<file path="config.mk">
export PLATFORM = sky130hd
export DESIGN_NAME = keyed_command_object_parser
export DESIGN_NICKNAME = d
export VERILOG_FILES = /design/src/design/kcop_pkg.sv /design/src/design/keyed_command_object_parser.sv
export SDC_FILE = /design/constraint.sdc
export NUM_CORES = 1
export LEC_CHECK = 0
export BUFFER_PORTS_ARGS = -buffer_cell sky130_fd_sc_hd__buf_2
export CAP_MARGIN = 30
export CORE_MARGIN = 10
export CORE_UTILIZATION = 52
export DETAILED_ROUTE_END_ITERATION = 10
export HOLD_SLACK_MARGIN = 0.08
export PLACE_DENSITY_LB_ADDON = 0.15
export SKIP_CTS_REPAIR_TIMING = 1
export SLEW_MARGIN = 20
export SYNTH_ARGS = -nofsm -noshare
export SYNTH_HDL_FRONTEND = slang
export SYNTH_SLANG_ARGS = --single-unit
</file>
<file path="constraint.sdc">
create_clock -name clk -period 9.4 [get_ports clk]
set_input_delay 0.94 -clock clk [delete_from_list [all_inputs] [get_ports clk]]
set_output_delay 0.94 -clock clk [all_outputs]
set_load 0.02 [all_outputs]
</file>
<file path="src/design/kcop_pkg.sv">
// Package for the keyed command object parser: item types, parse phases,
// matcher codes and the character tables of the incremental key and command matchers.
// Depends on nothing; every design file imports it.
package kcop_pkg;

	localparam int VALUE_CHARS_DEF = 7;
	localparam int TEXT_W = 56;

	typedef enum logic [0:0] {
		KIND_CHAR    = 1'b0,
		KIND_RESTART = 1'b1
	} kind_t;

	typedef enum logic [2:0] {
		PH_OPEN  = 3'd0,
		PH_KEYQ  = 3'd1,
		PH_KEY   = 3'd2,
		PH_COLON = 3'd3,
		PH_VALQ  = 3'd4,
		PH_VAL   = 3'd5,
		PH_AFTER = 3'd6,
		PH_DONE  = 3'd7
	} phase_t;

	typedef logic [4:0] match_t;

	localparam match_t M_START   = 5'd0;
	localparam match_t M_DEAD    = 5'd31;
	localparam match_t M_CMD_KEY = 5'd7;
	localparam match_t M_VAL_KEY = 5'd12;
	localparam match_t M_PIN     = 5'd7;
	localparam match_t M_DW      = 5'd19;
	localparam match_t M_BRANCH2 = 5'd8;

	localparam logic [1:0] ACT_NONE = 2'd0;
	localparam logic [1:0] ACT_PIN  = 2'd1;
	localparam logic [1:0] ACT_DW   = 2'd2;

	typedef struct packed {
		kind_t      kind;
		logic [7:0] ch;
	} kcop_in_t;

	typedef struct packed {
		logic              accepted;
		logic              parse_error;
		logic              object_done;
		logic [1:0]        action;
		logic [TEXT_W-1:0] value_text;
		logic [2:0]        value_length;
		logic              value_truncated;
	} kcop_out_t;

	function automatic logic is_space(input logic [7:0] c);
		return (c == 8'h20) || (c == 8'h09) || (c == 8'h0d) || (c == 8'h0a);
	endfunction

	// Expected character for each live key matcher state: "command" on 1..6
	// and "value" on 8..11.
	function automatic logic [7:0] key_char(input match_t m);
		logic [7:0] r;
		case (m)
			5'd1:    r = "o";
			5'd2:    r = "m";
			5'd3:    r = "m";
			5'd4:    r = "a";
			5'd5:    r = "n";
			5'd6:    r = "d";
			5'd8:    r = "a";
			5'd9:    r = "l";
			5'd10:   r = "u";
			5'd11:   r = "e";
			default: r = 8'h00;
		endcase
		return r;
	endfunction

	function automatic match_t key_next(input match_t m, input logic [7:0] c);
		match_t r;
		if (m == M_START) begin
			r = (c == "c") ? 5'd1 : ((c == "v") ? M_BRANCH2 : M_DEAD);
		end else if ((m >= 5'd1 && m <= 5'd6) || (m >= 5'd8 && m <= 5'd11)) begin
			r = (c == key_char(m)) ? m + 5'd1 : M_DEAD;
		end else begin
			r = M_DEAD;
		end
		return r;
	endfunction

	// Expected character for each live command matcher state: "pinMode" on
	// 1..6 and "digitalWrite" on 8..18.
	function automatic logic [7:0] cmd_char(input match_t m);
		logic [7:0] r;
		case (m)
			5'd1:    r = "i";
			5'd2:    r = "n";
			5'd3:    r = "M";
			5'd4:    r = "o";
			5'd5:    r = "d";
			5'd6:    r = "e";
			5'd8:    r = "i";
			5'd9:    r = "g";
			5'd10:   r = "i";
			5'd11:   r = "t";
			5'd12:   r = "a";
			5'd13:   r = "l";
			5'd14:   r = "W";
			5'd15:   r = "r";
			5'd16:   r = "i";
			5'd17:   r = "t";
			5'd18:   r = "e";
			default: r = 8'h00;
		endcase
		return r;
	endfunction

	function automatic match_t cmd_next(input match_t m, input logic [7:0] c);
		match_t r;
		if (m == M_START) begin
			r = (c == "p") ? 5'd1 : ((c == "d") ? M_BRANCH2 : M_DEAD);
		end else if ((m >= 5'd1 && m <= 5'd6) || (m >= 5'd8 && m <= 5'd18)) begin
			r = (c == cmd_char(m)) ? m + 5'd1 : M_DEAD;
		end else begin
			r = M_DEAD;
		end
		return r;
	endfunction

endpackage

</file>
<file path="src/design/keyed_command_object_parser.sv">
// Keyed command object parser: a single module holding the parse state, the
// incremental matchers and the registered status output.
// Depends on kcop_pkg for item types, phase codes and matcher tables.
//
// Usage: characters of an object such as {"command":"pinMode","value":"13"}
// arrive one per item on the char channel (char_valid, char_stall,
// char_item). An item of kind restart clears the parse but keeps the saved
// action and value. Every item produces exactly one status item on the
// status channel (status_valid, status_stall, status_item) that reports
// whether the character was accepted, the sticky error flag, completion of
// the object, and the saved action and value text.
// The status output is registered: the status item for a character accepted at a
// clock edge is presented right after that edge. Throughput is one item per cycle
// while the receiver does not stall; the whole parse step is a single pass of logic
// from the state registers into the status register.
// While the receiver stalls, the status register holds its item and the
// char channel stalls only while that held item is still waiting.
// Reset clears the parse, the saved action (none) and the saved value, and
// leaves the status channel empty.
module keyed_command_object_parser import kcop_pkg::*; #(
	parameter int VALUE_CHARS = VALUE_CHARS_DEF
) (
	input  logic      clk,
	input  logic      arst_n,
	input  logic      char_valid,
	output logic      char_stall,
	input  kcop_in_t  char_item,
	output logic      status_valid,
	input  logic      status_stall,
	output kcop_out_t status_item
);

	localparam int TW = 8 * VALUE_CHARS;
	// Entry length saturates at VALUE_CHARS + 1, so it must hold that value.
	localparam int LW = $clog2(VALUE_CHARS + 2);
	localparam logic [LW-1:0] LEN_MAX = LW'(VALUE_CHARS);

	phase_t        phase_q, phase_n;
	match_t        key_q, key_n;
	match_t        cmd_q, cmd_n;
	logic [TW-1:0] entry_text_q, entry_text_n;
	logic [LW-1:0] entry_len_q, entry_len_n;
	logic [1:0]    action_q, action_n;
	logic [TW-1:0] saved_text_q, saved_text_n;
	logic [LW-1:0] saved_len_q, saved_len_n;
	logic          error_q, error_n;
	logic          status_valid_q;
	kcop_out_t     status_q, status_n;
	logic          take;
	logic          acc;
	logic          fail;
	logic [LW-1:0] len_clip;

	// The status register frees up when it is empty or being taken this cycle.
	assign char_stall = status_valid_q && status_stall;
	assign take       = char_valid && !char_stall;

	always_comb begin
		phase_n      = phase_q;
		key_n        = key_q;
		cmd_n        = cmd_q;
		entry_text_n = entry_text_q;
		entry_len_n  = entry_len_q;
		action_n     = action_q;
		saved_text_n = saved_text_q;
		saved_len_n  = saved_len_q;
		error_n      = error_q;
		acc          = 1'b1;
		fail         = 1'b0;

		if (char_item.kind == KIND_RESTART) begin
			phase_n      = PH_OPEN;
			key_n        = M_START;
			cmd_n        = M_START;
			entry_text_n = '0;
			entry_len_n  = '0;
			error_n      = 1'b0;
		end else if (phase_q == PH_DONE) begin
			// A finished object accepts and ignores everything until a restart.
			acc = 1'b1;
		end else if (error_q) begin
			acc = 1'b0;
		end else begin
			case (phase_q)
				PH_OPEN: begin
					if (char_item.ch == "{") begin
						phase_n = PH_KEYQ;
						key_n   = M_START;
					end else if (!is_space(char_item.ch)) begin
						fail = 1'b1;
					end
				end
				PH_KEYQ: begin
					if (char_item.ch == "\"") begin
						phase_n = PH_KEY;
						key_n   = M_START;
					end else if (!is_space(char_item.ch)) begin
						fail = 1'b1;
					end
				end
				PH_KEY: begin
					if (char_item.ch == "\"") begin
						phase_n = PH_COLON;
					end else begin
						key_n = key_next(key_q, char_item.ch);
					end
				end
				PH_COLON: begin
					if (char_item.ch == ":") begin
						phase_n = PH_VALQ;
					end else if (!is_space(char_item.ch)) begin
						fail = 1'b1;
					end
				end
				PH_VALQ: begin
					// An unknown key fails on the first character after its colon.
					if (key_q != M_CMD_KEY && key_q != M_VAL_KEY) begin
						fail = 1'b1;
					end else if (char_item.ch == "\"") begin
						phase_n      = PH_VAL;
						cmd_n        = M_START;
						entry_text_n = '0;
						entry_len_n  = '0;
					end else if (!is_space(char_item.ch)) begin
						fail = 1'b1;
					end
				end
				PH_VAL: begin
					if (char_item.ch == "\"") begin
						phase_n = PH_AFTER;
					end else begin
						cmd_n = cmd_next(cmd_q, char_item.ch);
						for (int i = 0; i < VALUE_CHARS; i++) begin
							if (entry_len_q == LW'(i)) begin
								entry_text_n[8*i +: 8] = char_item.ch;
							end
						end
						if (entry_len_q <= LEN_MAX) begin
							entry_len_n = entry_len_q + LW'(1);
						end
					end
				end
				PH_AFTER: begin
					// The finished entry is saved before the character is checked.
					if (key_q == M_CMD_KEY) begin
						if (cmd_q == M_PIN) begin
							action_n = ACT_PIN;
						end else if (cmd_q == M_DW) begin
							action_n = ACT_DW;
						end
					end else if (key_q == M_VAL_KEY) begin
						saved_text_n = entry_text_q;
						saved_len_n  = entry_len_q;
					end
					if (char_item.ch == "}") begin
						phase_n = PH_DONE;
					end else if (char_item.ch == ",") begin
						phase_n      = PH_KEYQ;
						key_n        = M_START;
						cmd_n        = M_START;
						entry_text_n = '0;
						entry_len_n  = '0;
					end else if (!is_space(char_item.ch)) begin
						fail = 1'b1;
					end
				end
				default: begin
					fail = 1'b1;
				end
			endcase
			if (fail) begin
				error_n = 1'b1;
				acc     = 1'b0;
			end
		end

		len_clip = (saved_len_n > LEN_MAX) ? LEN_MAX : saved_len_n;

		status_n.accepted        = acc;
		status_n.parse_error     = error_n;
		status_n.object_done     = (phase_n == PH_DONE);
		status_n.action          = action_n;
		status_n.value_text      = TEXT_W'(saved_text_n);
		status_n.value_length    = 3'(len_clip);
		status_n.value_truncated = (saved_len_n > LEN_MAX);
	end

	always_ff @(posedge clk or negedge arst_n) begin
		if (!arst_n) begin
			phase_q      <= PH_OPEN;
			key_q        <= M_START;
			cmd_q        <= M_START;
			entry_text_q <= '0;
			entry_len_q  <= '0;
			action_q     <= ACT_NONE;
			saved_text_q <= '0;
			saved_len_q  <= '0;
			error_q      <= 1'b0;
		end else if (take) begin
			phase_q      <= phase_n;
			key_q        <= key_n;
			cmd_q        <= cmd_n;
			entry_text_q <= entry_text_n;
			entry_len_q  <= entry_len_n;
			action_q     <= action_n;
			saved_text_q <= saved_text_n;
			saved_len_q  <= saved_len_n;
			error_q      <= error_n;
		end
	end

	always_ff @(posedge clk or negedge arst_n) begin
		if (!arst_n) begin
			status_valid_q <= 1'b0;
		end else if (take) begin
			status_valid_q <= 1'b1;
		end else if (!status_stall) begin
			status_valid_q <= 1'b0;
		end
	end

	always_ff @(posedge clk) begin
		if (take) begin
			status_q <= status_n;
		end
	end

	assign status_valid = status_valid_q;
	assign status_item  = status_q;

endmodule

</file>
# ---- Yosys cells after proc, flatten, opt, wreduce, memory -nomap -nowiden
# Memory sizes are Yosys's and may differ from the RTL's.
# Index checks and enable logic that the tools add are counted.
dict set report classes {
  addsub 3
  n_lt_le_gt_ge 10
  eq_ne 54
  n_mux 117
  n_reduce_logical 31
}
# op count
set ops {}
lappend ops {{56-bit two-way mux} 14}
lappend ops {{8-bit two-way mux} 22}
lappend ops {{56-bit case mux with 3 select lines} 1}
lappend ops {{5-bit two-way mux} 23}
lappend ops {{10-bit AND reduction} 8}
lappend ops {{4-bit two-way mux} 15}
lappend ops {{8-bit by 7-bit == test with 1-bit output, second input constant} 6}
lappend ops {{3-bit != test, second input constant} 16}
lappend ops {{3-bit two-way mux} 12}
lappend ops {{8-bit by 6-bit == test with 1-bit output, second input constant} 4}
lappend ops {{8-bit by 4-bit == test with 1-bit output, second input constant} 3}
lappend ops {{3-bit case mux with 7 select lines} 1}
lappend ops {{5-bit case mux with 4 select lines} 1}
lappend ops {{1-bit two-way mux} 18}
lappend ops {{9-bit AND reduction} 2}
lappend ops {{8-bit == test} 2}
lappend ops {{3-bit == test, second input constant} 5}
lappend ops {{5-bit case mux with 3 select lines} 1}
lappend ops {{2-bit two-way mux} 7}
lappend ops {{4-bit by 3-bit == test with 1-bit output, second input constant} 3}
lappend ops {{4-bit case mux with 3 select lines} 1}
lappend ops {{5-bit by 1-bit adder with 5-bit output, second input constant} 2}
lappend ops {{5-bit by 3-bit == test with 1-bit output, second input constant} 2}
lappend ops {{5-bit by 1-bit greater-or-equal comparator with 1-bit output, second input constant} 2}
lappend ops {{27 further kinds} 44}
dict set report word_totals {
  regBits 202
  romBits 336
  out_inout_bits 67
  n_memories 2
}
# name depth word_bits rd rd_clocked_by_memory_dff write_ports line
set memory_table {}
lappend memory_table {{(name not given)} 32 7 1 0 0 kcop_pkg.sv:94} ;# case (m)
lappend memory_table {{(name not given)} 16 7 1 0 0 kcop_pkg.sv:62} ;# case (m)

# ---- Longest topological paths before layout
# Gate-level depths: netlist of run 1.
dict set report logic_depth {
  ltp_word 19
  depth_mapped 9
  depth_no_buf 8
}

# ---- Least setup slack after synthesis of run 1
# OpenSTA, ideal clock, no wires.
dict set report synth_path {
  kind {input to register}
  from {in status_stall}
  to {reg status_q, in the netlist status_item[0] (enable)}
  arrival_ps 3186
  slack_ps 5759
  stages 4
  n_path_buf 1
  cell_sequence {nand2_1 > nand2_1 > inv_2 > buf_1}
}
dict set report synth_via {
  elab_chain_len 3
}
# element line
set synth_rtl {}
lappend synth_rtl {{from (decl)} keyed_command_object_parser.sv:29} ;# input logic status_stall,
lappend synth_rtl {{1-bit logical AND} keyed_command_object_parser.sv:55} ;# assign char_stall = status_valid_q && status_stall;
lappend synth_rtl {{1-bit logical NOT} keyed_command_object_parser.sv:56} ;# assign take = char_valid && !char_stall;
lappend synth_rtl {{1-bit logical AND} keyed_command_object_parser.sv:56}
lappend synth_rtl {{via take} keyed_command_object_parser.sv:49} ;# logic take;
lappend synth_rtl {{to (signal assigned)} keyed_command_object_parser.sv:224} ;# status_q <= status_n;
lappend synth_rtl {{to (decl)} keyed_command_object_parser.sv:48} ;# kcop_out_t status_q, status_n;
# The timed path passes the listed nets, and every way through them passes these cells.
# A chain may end at the register's enable or synchronous reset.

# ---- Final worst setup path of run 1
dict set report layout_path {
  from {in status_stall}
  to {reg entry_text_q[53]}
}
dict set report layout_via {
  elab_chain_len 4
}
# element line
set layout_rtl {}
lappend layout_rtl {{1-bit logical AND} keyed_command_object_parser.sv:55}
lappend layout_rtl {{1-bit logical NOT} keyed_command_object_parser.sv:56}
lappend layout_rtl {{1-bit logical AND} keyed_command_object_parser.sv:56}
lappend layout_rtl {{10-bit AND reduction (no line)} -}
lappend layout_rtl {{to (signal assigned)} keyed_command_object_parser.sv:203} ;# entry_text_q <= entry_text_n;
lappend layout_rtl {{to (decl)} keyed_command_object_parser.sv:41} ;# logic [TW-1:0] entry_text_q, entry_text_n;
# Every way passes these cells.

==> key figures, run 1 <==
Run status
  • Result of the run: finished clean

Logic synthesis
  • Main flop type after synthesis: dfrtp_1
  • Unique masters post-synth: 77
  • Number of warnings printed during yosys synthesis: 0
  • Mapped Nets: 917
  • Sequential area share after synthesis: 53.88%
  • Instance count of the mapped netlist: 887
  • Yosys reg bits: 202
  • Fraction of synthesis flops using an asynchronous set or reset pin: 67.82%
  • Post-synthesis average cell area: 11.26 um2
  • Number of synthesized flops with an enable pin: 65
  • Combined area of all synthesized cells: 9986 um2

Timing
  • Unrepaired setup endpoints after global routing: false
  • Count of final hold-check violations: 0
  • Sum of negative setup slack: 0 ns
  • Tmin final: 3.238 ns
  • Final cycle utilization of the critical path: 34.45%
  • FMAX: 308.8 MHz
  • Setup-failing EPs final: 0
  • Transition at the pin with the smallest max-transition slack: 0.9629 ns
  • Total count of max-transition violations in the final report: 0
  • Relative slew slack: 35.57%
  • Max Clock Skew: 0.006528 ns

Placed design
  • Half-perimeter wire length after detailed placement: 14050 um
  • Number of I/O port buffers: 79
  • Final RePlAce weighted congestion: 0.8912

Critical path
  • Worst Setup End Kind: flip-flop
  • Register-to-Register Setup Slack: 6.33 ns
  • Critical path type: input port to flip-flop
  • Critical path fanouts, max: 65
  • Arrival time reported for the critical path endpoint: 3.61 ns
  • End point of the critical path: entry_text_q[53]
  • Critical path required time: 9.77 ns
  • Type of element launching the critical path: input port
  • Worst path cell trace: buf_2 -> nand2_1 -> nand2_2 -> buf_4 -> inv_4 -> nand2_1 -> or3_1 -> buf_4 -> nor2_8 -> mux2_2
  • Highest-delay cell along the critical path: inv_4
  • Worst reg2reg path endpoint: entry_text_q[53]
  • R2R cell count: 9
  • Critical Path Source: status_stall
  • Largest incremental delay on the critical path: 0.62 ns
  • RR Startpoint: status_valid

Flow run
  • Number of violations of the max-capacitance limit: 0

Floorplanning
  • Number of core rows: 50
  • Die X: 158.6 um
  • Full die area: 25150 um2
  • Vertical die dimension: 158.6 um
  • Starting Density: 53.21%
  • Placeable core area: 18770 um2
  • Number of placed I/O pins: 80

Detailed routing
  • Antenna-violating nets left: 0
  • Starting DRC count in detailed routing: 475
  • Average routed wire per standard cell: 17.91 um
  • # DRC: 0
  • DR pass1 iterations: 6
  • Routed via count divided by cell count: 5.610
  • Via count: 6698
  • Overall routed net length: 21380 um

Clock network
  • Clock latency reported for the late side of the worst-skew pair: 0.49 ns
  • Cell at the root of the clock tree: clkbuf_16
  • Clock tree from TritonCTS: done
  • Clock transition time at the flip-flop clock pins of the worst setup and hold paths: 0.06 ns
  • H-Tree Depth: 1
  • Number of buffers added by the clock tree synthesis step: 21
  • Sinks on Clock Net: 202
  • Number of buffers between clock root and the deepest sink: 3

Layout
  • Most common cell after layout, fill and taps aside: nand2_1
  • Fraction of final layout cells sized beyond drive strength 1: 25.73%
  • Area added between synthesis and finish: 12.02%
  • Diodes inserted: 0
  • Leading cell types in the layout, fill and taps excluded: 206 x nand2_1, 137 x dfrtp_1, 96 x mux2_2
  • NumNets Final: 975

Power and ir drop
  • Switching portion of total power: 23.25%
  • Part of the power in the clock network: 42.5%
  • Reported leakage power: 0.005131 uW
  • Combinational share of power: 7.3%
  • Power per standard cell area: 167.3 nW/um2
  • Internal Power: 1436 uW
  • Net switching component of the power: 434.9 uW
  • Total Power: 1871 uW
  • Seq pwr share: 50.2%
  • Peak supply drop: 0.0001377 V

Global routing
  • Sum of overflow across all layers after global routing: 0
  • Global-route wire length before repair: 35660 um
  • Initial antenna violation count: 0
  • Largest net degree at the start of global routing: 88
  • Number of global-route vias before repair: 6649
  • Overall routing resource usage: 17.39%

Min path
  • Type of the most critical hold path: input port to asynchronous set/reset pin
worst min path at each step:
stage,startpoint,to,slack (ns)
6_report,arst_n,saved_text_q[9],0.47
5_1_grt,saved_text_q[13],saved_text_q[13],0.49
4_1_cts,saved_text_q[16],saved_text_q[16],0.47
3_5_place_dp,saved_text_q[44],saved_text_q[44],0.46
3_3_place_gp,saved_text_q[5],saved_text_q[5],0.45
2_1_floorplan,saved_text_q[55],saved_text_q[55],0.44
area by class of cell:
| type | instances | area, um2 |
|---|---|---|
| Clock buffer | 28 | 583.1 |
| Clock inverter | 10 | 81.33 |
| Fill cell | 1544 | 7582 |
| Inverter | 20 | 77.57 |
| Multi-Input combinational cell | 615 | 4324 |
| Sequential cell | 202 | 5380 |
| Tap cell | 234 | 292.8 |
| Timing Repair Buffer | 85 | 446.7 |
power by group through the flow:
stage | Combinational, uW | Clock (uW) | Sequential, uW
final | 137 | 794 | 940
after global routing | 151 | 845 | 942
after CTS | 140 | 816 | 940
after detailed placement | 140 | 0 | 956
after global placement | 139 | 0 | 956
after floorplan | 84.0 | 0 | 968
metrics by stage:
| step | hold WS, ns | instances | setup slack, ns | area [um2] | utilization (%) |
|---|---|---|---|---|---|
| 2_1_floorplan | 0.4418 | 887 | 5.759 | 9986 | - |
| 3_3_place_gp | 0.4525 | 1156 | 5.666 | 10520 | 56.06 |
| 3_5_place_dp | 0.4584 | 1156 | 5.619 | 10520 | 56.06 |
| 4_1_cts | 0.4734 | 1194 | 6.117 | 11190 | 59.60 |
| 5_1_grt | 0.4874 | 1194 | 5.934 | 11190 | 59.60 |
| 6_report | 0.4659 | 1194 | 6.162 | 11190 | 59.60 |
sequential cells by signal, summed over array words and instances, names as in the netlist:
| register | flops |
|---|---|
| status_valid | 1 |
| saved_len_q | 4 |
| entry_text_q | 56 |
| cmd_q | 5 |
| saved_text_q | 56 |
| action_q | 2 |
| error_q | 1 |
| key_q | 5 |
| entry_len_q | 4 |
| status_item | 65 |
| phase_q | 3 |
kinds of logic (layout without fill, tap and decap cells):
group,Yosys count,count (layout),share of synthesized area (%)
AOI/OAI and AO/OA,111,111,7.731
xor gates and xnor gates,8,8,0.7017
adders and majority gates,17,17,2.130
buffers and inverters,70,143,2.932
DFF,202,202,53.88
muxes,127,127,14.94
and+or+nand+nor,352,352,17.69
worst max-delay path, delay by kind of cell:
family	cells	cell delay (ns)
and+or+nand+nor	5	0.94
buffers and inverters	4	1.28
muxes	1	0.36
cells in the mapped netlist, types with 7 or more instances:
master      n  area (um2)
mux2_4     16       240.2
a31oi_1     8       50.05
nor4_1     11       68.82
edfxtp_1   65        1952
buf_1       8       30.03
clkbuf_1   30       112.6
or3_1       8       50.05
and2_1      8       50.05
o31ai_1     7       52.55
nand2_1   207       777.0
dfrtp_1   137        3428
mux2_2     96        1081
o21ai_0    20       100.1
ha_1       17       212.7
nor3_1     10       50.05
nor2b_1    12       75.07
inv_1      19       71.32
buf_2       9       45.04
nor2_1     30       112.6
a21oi_1    24       120.1
mux2i_1     8       80.08
nand3_1    11       55.05
nor2_8      7       140.1
nand2b_1    9       56.30
routing by layer:
layer  up-vias  part of all wire, %  global-route usage [%]
met5         -                    0                       0
met2       169                   46                   27.80
met3        31                  5.3                   2.402
met4         0                  2.1                   3.926
met1      3229                   47                   24.63
li1       3269                    -                       -
No activity file was read; power rests on OpenSTA's default activity.
==> inputs of run 2 (changes only) <==
- ABC_AREA: not set -> 1
- clock period: 9.4 -> 2.89 ns (I/O delays scaled with it)
==> key figures, run 2 <==
Global routing
  • Sum of overflow across all layers after global routing: 0 (unchanged)
  • Number of global-route vias before repair: 7592 (was 6649)
  • Global-route wire length before repair: 38770 um (was 35660 um)
  • Largest net degree at the start of global routing: 70 (was 88)
  • Overall routing resource usage: 17.73% (was 17.39%)
  • Initial antenna violation count: 0 (unchanged)

Detailed routing
  • Via count: 7988 (was 6698)
  • Routed via count divided by cell count: 5.098 (was 5.610)
  • Overall routed net length: 23160 um (was 21380 um)
  • Antenna-violating nets left: 0 (unchanged)
  • Average routed wire per standard cell: 14.78 um (was 17.91 um)
  • DR pass1 iterations: 5 (was 6)
  • # DRC: 0 (unchanged)
  • Starting DRC count in detailed routing: 565 (was 475)

Critical path
  • Kind of cell adding the most delay to the critical path: simple AND/OR/NAND/NOR gates (was buffers and inverters)
  • Buffers & Inverters on Critical Path: 4 (unchanged)
  • Type of element launching the critical path: flip-flop (was input port)
  • Worst Setup End Kind: flip-flop (unchanged)
  • Dominant cell type by count on the critical path: inv_1
  • Worst reg2reg path endpoint: status_item[3] (was entry_text_q[53])
  • R2R cell count: 10 (was 9)
  • Worst path cell trace: inv_1 -> ha_1 -> inv_1 -> nor2_1 -> nand3_4 -> buf_4 -> nand2_1 -> o21ai_0 -> inv_1 -> nand2_1 (was buf_2 -> nand2_1 -> nand2_2 -> buf_4 -> inv_4 -> nand2_1 -> or3_1 -> buf_4 -> nor2_8 -> mux2_2)
  • Critical path type: flip-flop to flip-flop (was input port to flip-flop)
  • RR Startpoint: key_q[0] (was status_valid)
  • Critical path required time: 3.15 ns (was 9.77 ns)
  • Arrival time reported for the critical path endpoint: 2.73 ns (was 3.61 ns)
  • Register-to-Register Setup Slack: 0.42 ns (was 6.33 ns)
  • Highest-delay cell along the critical path: dfrtp_1 (was inv_4)
  • Critical path fanouts, max: 29 (was 65)
  • Critical Path Source: key_q[0] (was status_stall)
  • End point of the critical path: status_item[3] (was entry_text_q[53])
  • Stages on worst setup path: 10 (unchanged)
  • Largest incremental delay on the critical path: 0.46 ns (was 0.62 ns)

Logic synthesis
  • Combined area of all synthesized cells: 10310 um2 (was 9986 um2)
  • Yosys reg bits: 202 (unchanged)
  • Biggest area contributors in the synthesized netlist: dfrtp_1 33%, edfxtp_1 19%, nand2_1 17% (was dfrtp_1 34%, edfxtp_1 20%, mux2_2 11%)
  • Instance count of the mapped netlist: 1211 (was 887)
  • Library cell occupying the most area in the post-synthesis netlist: dfrtp_1 (unchanged)
  • Library cell with the highest instance count after synthesis: nand2_1 (unchanged)
  • Unique masters post-synth: 45 (was 77)
  • Sequential area share after synthesis: 52.18% (was 53.88%)
  • Most numerous cell types in the synthesized netlist: 467 x nand2_1, 137 x dfrtp_1, 114 x inv_1, 65 x edfxtp_1, 65 x o21ai_1 (was 207 x nand2_1, 137 x dfrtp_1, 96 x mux2_2, 65 x edfxtp_1)
  • Fraction of synthesis flops using an asynchronous set or reset pin: 67.82% (unchanged)
  • Main flop type after synthesis: dfrtp_1 (unchanged)
  • Area share of the largest cell type after synthesis: 33.25% (was 34.33%)
  • Number of synthesized flops with an enable pin: 65 (unchanged)
  • Number of warnings printed during yosys synthesis: 0 (unchanged)
  • Mapped Nets: 1241 (was 917)
  • Post-synthesis average cell area: 8.514 um2 (was 11.26 um2)

Timing
  • Setup-failing EPs final: 0 (unchanged)
  • Total count of max-transition violations in the final report: 0 (unchanged)
  • Unrepaired setup endpoints after global routing: false (unchanged)
  • Transition at the pin with the smallest max-transition slack: 0.7908 ns (was 0.9629 ns)
  • Tmin final: 2.468 ns
  • Max Clock Skew: 0.02348 ns (was 0.006528 ns)
  • Relative slew slack: 47.28% (was 35.57%)
  • Count of final hold-check violations: 0 (unchanged)
  • Sum of negative setup slack: 0 ns (unchanged)
  • Final cycle utilization of the critical path: 85.39%
  • FMAX: 405.2 MHz

Floorplanning
  • Full die area: 25860 um2 (was 25150 um2)
  • Die X: 160.8 um (was 158.6 um)
  • Placeable core area: 19460 um2 (was 18770 um2)
  • Number of placed I/O pins: 80 (unchanged)
  • Number of core rows: 51 (was 50)
  • Vertical die dimension: 160.8 um (was 158.6 um)
  • Starting Density: 52.97% (was 53.21%)

Clock network
  • Clock latency reported for the late side of the worst-skew pair: 0.52 ns (was 0.49 ns)
  • Clock transition time at the flip-flop clock pins of the worst setup and hold paths: 0.06 ns (about the same)
  • Number of buffers added by the clock tree synthesis step: 23 (was 21)
  • Number of buffers between clock root and the deepest sink: 3 (unchanged)
  • H-Tree Depth: 1 (unchanged)
  • Sinks on Clock Net: 202 (unchanged)
  • Cell at the root of the clock tree: clkbuf_16 (unchanged)
  • Clock tree from TritonCTS: done (unchanged)

Layout
  • Flip-flop count of the largest register, all copies and words added: 65 (unchanged)
  • Leading cell types in the layout, fill and taps excluded: 466 x nand2_1, 137 x dfrtp_1, 113 x inv_1 (was 206 x nand2_1, 137 x dfrtp_1, 96 x mux2_2)
  • Most common cell after layout, fill and taps aside: nand2_1 (unchanged)
  • Area added between synthesis and finish: 13.11% (was 12.02%)
  • Diodes inserted: 0 (unchanged)
  • Fraction of final layout cells sized beyond drive strength 1: 17.90% (was 25.73%)
  • Final std cell area, no fill: 11660 um2 (was 11190 um2)
  • NumNets Final: 1315 (was 975)

Power and ir drop
  • Peak supply drop: 0.0004376 V (was 0.0001377 V)
  • Reported leakage power: 0.005383 uW (was 0.005131 uW)
  • Power per standard cell area: 538.3 nW/um2 (was 167.3 nW/um2)
  • Total Power: 6278 uW (was 1871 uW)

Flow run
  • Number of violations of the max-capacitance limit: 0 (unchanged)

Placed design
  • Number of I/O port buffers: 79 (unchanged)
  • Final RePlAce weighted congestion: 0.9278 (was 0.8912)
  • Placement Cell Area: 10900 um2 (was 10520 um2)
  • Half-perimeter wire length after detailed placement: 15900 um (was 14050 um)

Min path
  • Type of the most critical hold path: input port to flip-flop (was input port to asynchronous set/reset pin)
  • Startpoint of the lowest-slack hold path: char_item[8]
  • Hold Crit Depth: 2

Run status
  • Result of the run: finished clean (unchanged)
## run 2: power by group
group          internal, uW  leakage (uW)  total [uW]  switching, uW
Sequential             3020       0.00255        3040           19.1
Clock                  1680      0.000365        2820           1150
Combinational          95.3       0.00247         414            319
Total                  4790       0.00538        6280           1480
## run 2: how the worst min path moves through the flow
stage | to | slack [ns]
after global placement | key_q[1] | 0.24
after global routing | status_item[63] | 0.26
final | status_item[63] | 0.25
after floorplan | action_q[0] | -0.007
after detailed placement | key_q[4] | 0.24
after CTS | key_q[4] | -0.28
## run 2: cells by family (layout without fill, tap and decap cells)
| group | Yosys count | in the layout | synth area share (%) |
|---|---|---|---|
| and+or+nand+nor | 646 | 646 | 27.28 |
| DFF | 202 | 202 | 52.18 |
| buffers and inverters | 177 | 268 | 7.767 |
| AOI/OAI and AO/OA | 162 | 162 | 10.11 |
| adders and majority gates | 17 | 17 | 2.063 |
| xor gates and xnor gates | 7 | 7 | 0.5947 |
## run 2: area by class of cell
class,instances,area (um2)
Clock buffer,34,656.9
Clock inverter,8,86.33
Fill cell,1740,7801
Inverter,132,498.0
Multi-Input combinational cell,832,4139
Sequential cell,202,5380
Tap cell,265,331.6
Timing Repair Buffer,94,569.3
## run 2: per-layer routing
layer	vias to the layer above	share of wire (%)	global-route usage, %
met5	-	0	0
met4	0	2.1	5.045
met3	39	5.8	2.991
met2	220	47	28.50
met1	3702	45	24.23
li1	4027	-	-
## run 2: stage by stage
step	util [%]	hold WS [ns]	std cells	setup slack, ns
floorplan	-	-0.006591	1211	0.7414
global placement	55.99	0.2436	1523	0.4718
detailed placement	55.99	0.2397	1523	0.4141
CTS	59.81	-0.2847	1565	0.4113
global route	59.92	0.2581	1567	0.2027
finish	59.92	0.2467	1567	0.4223
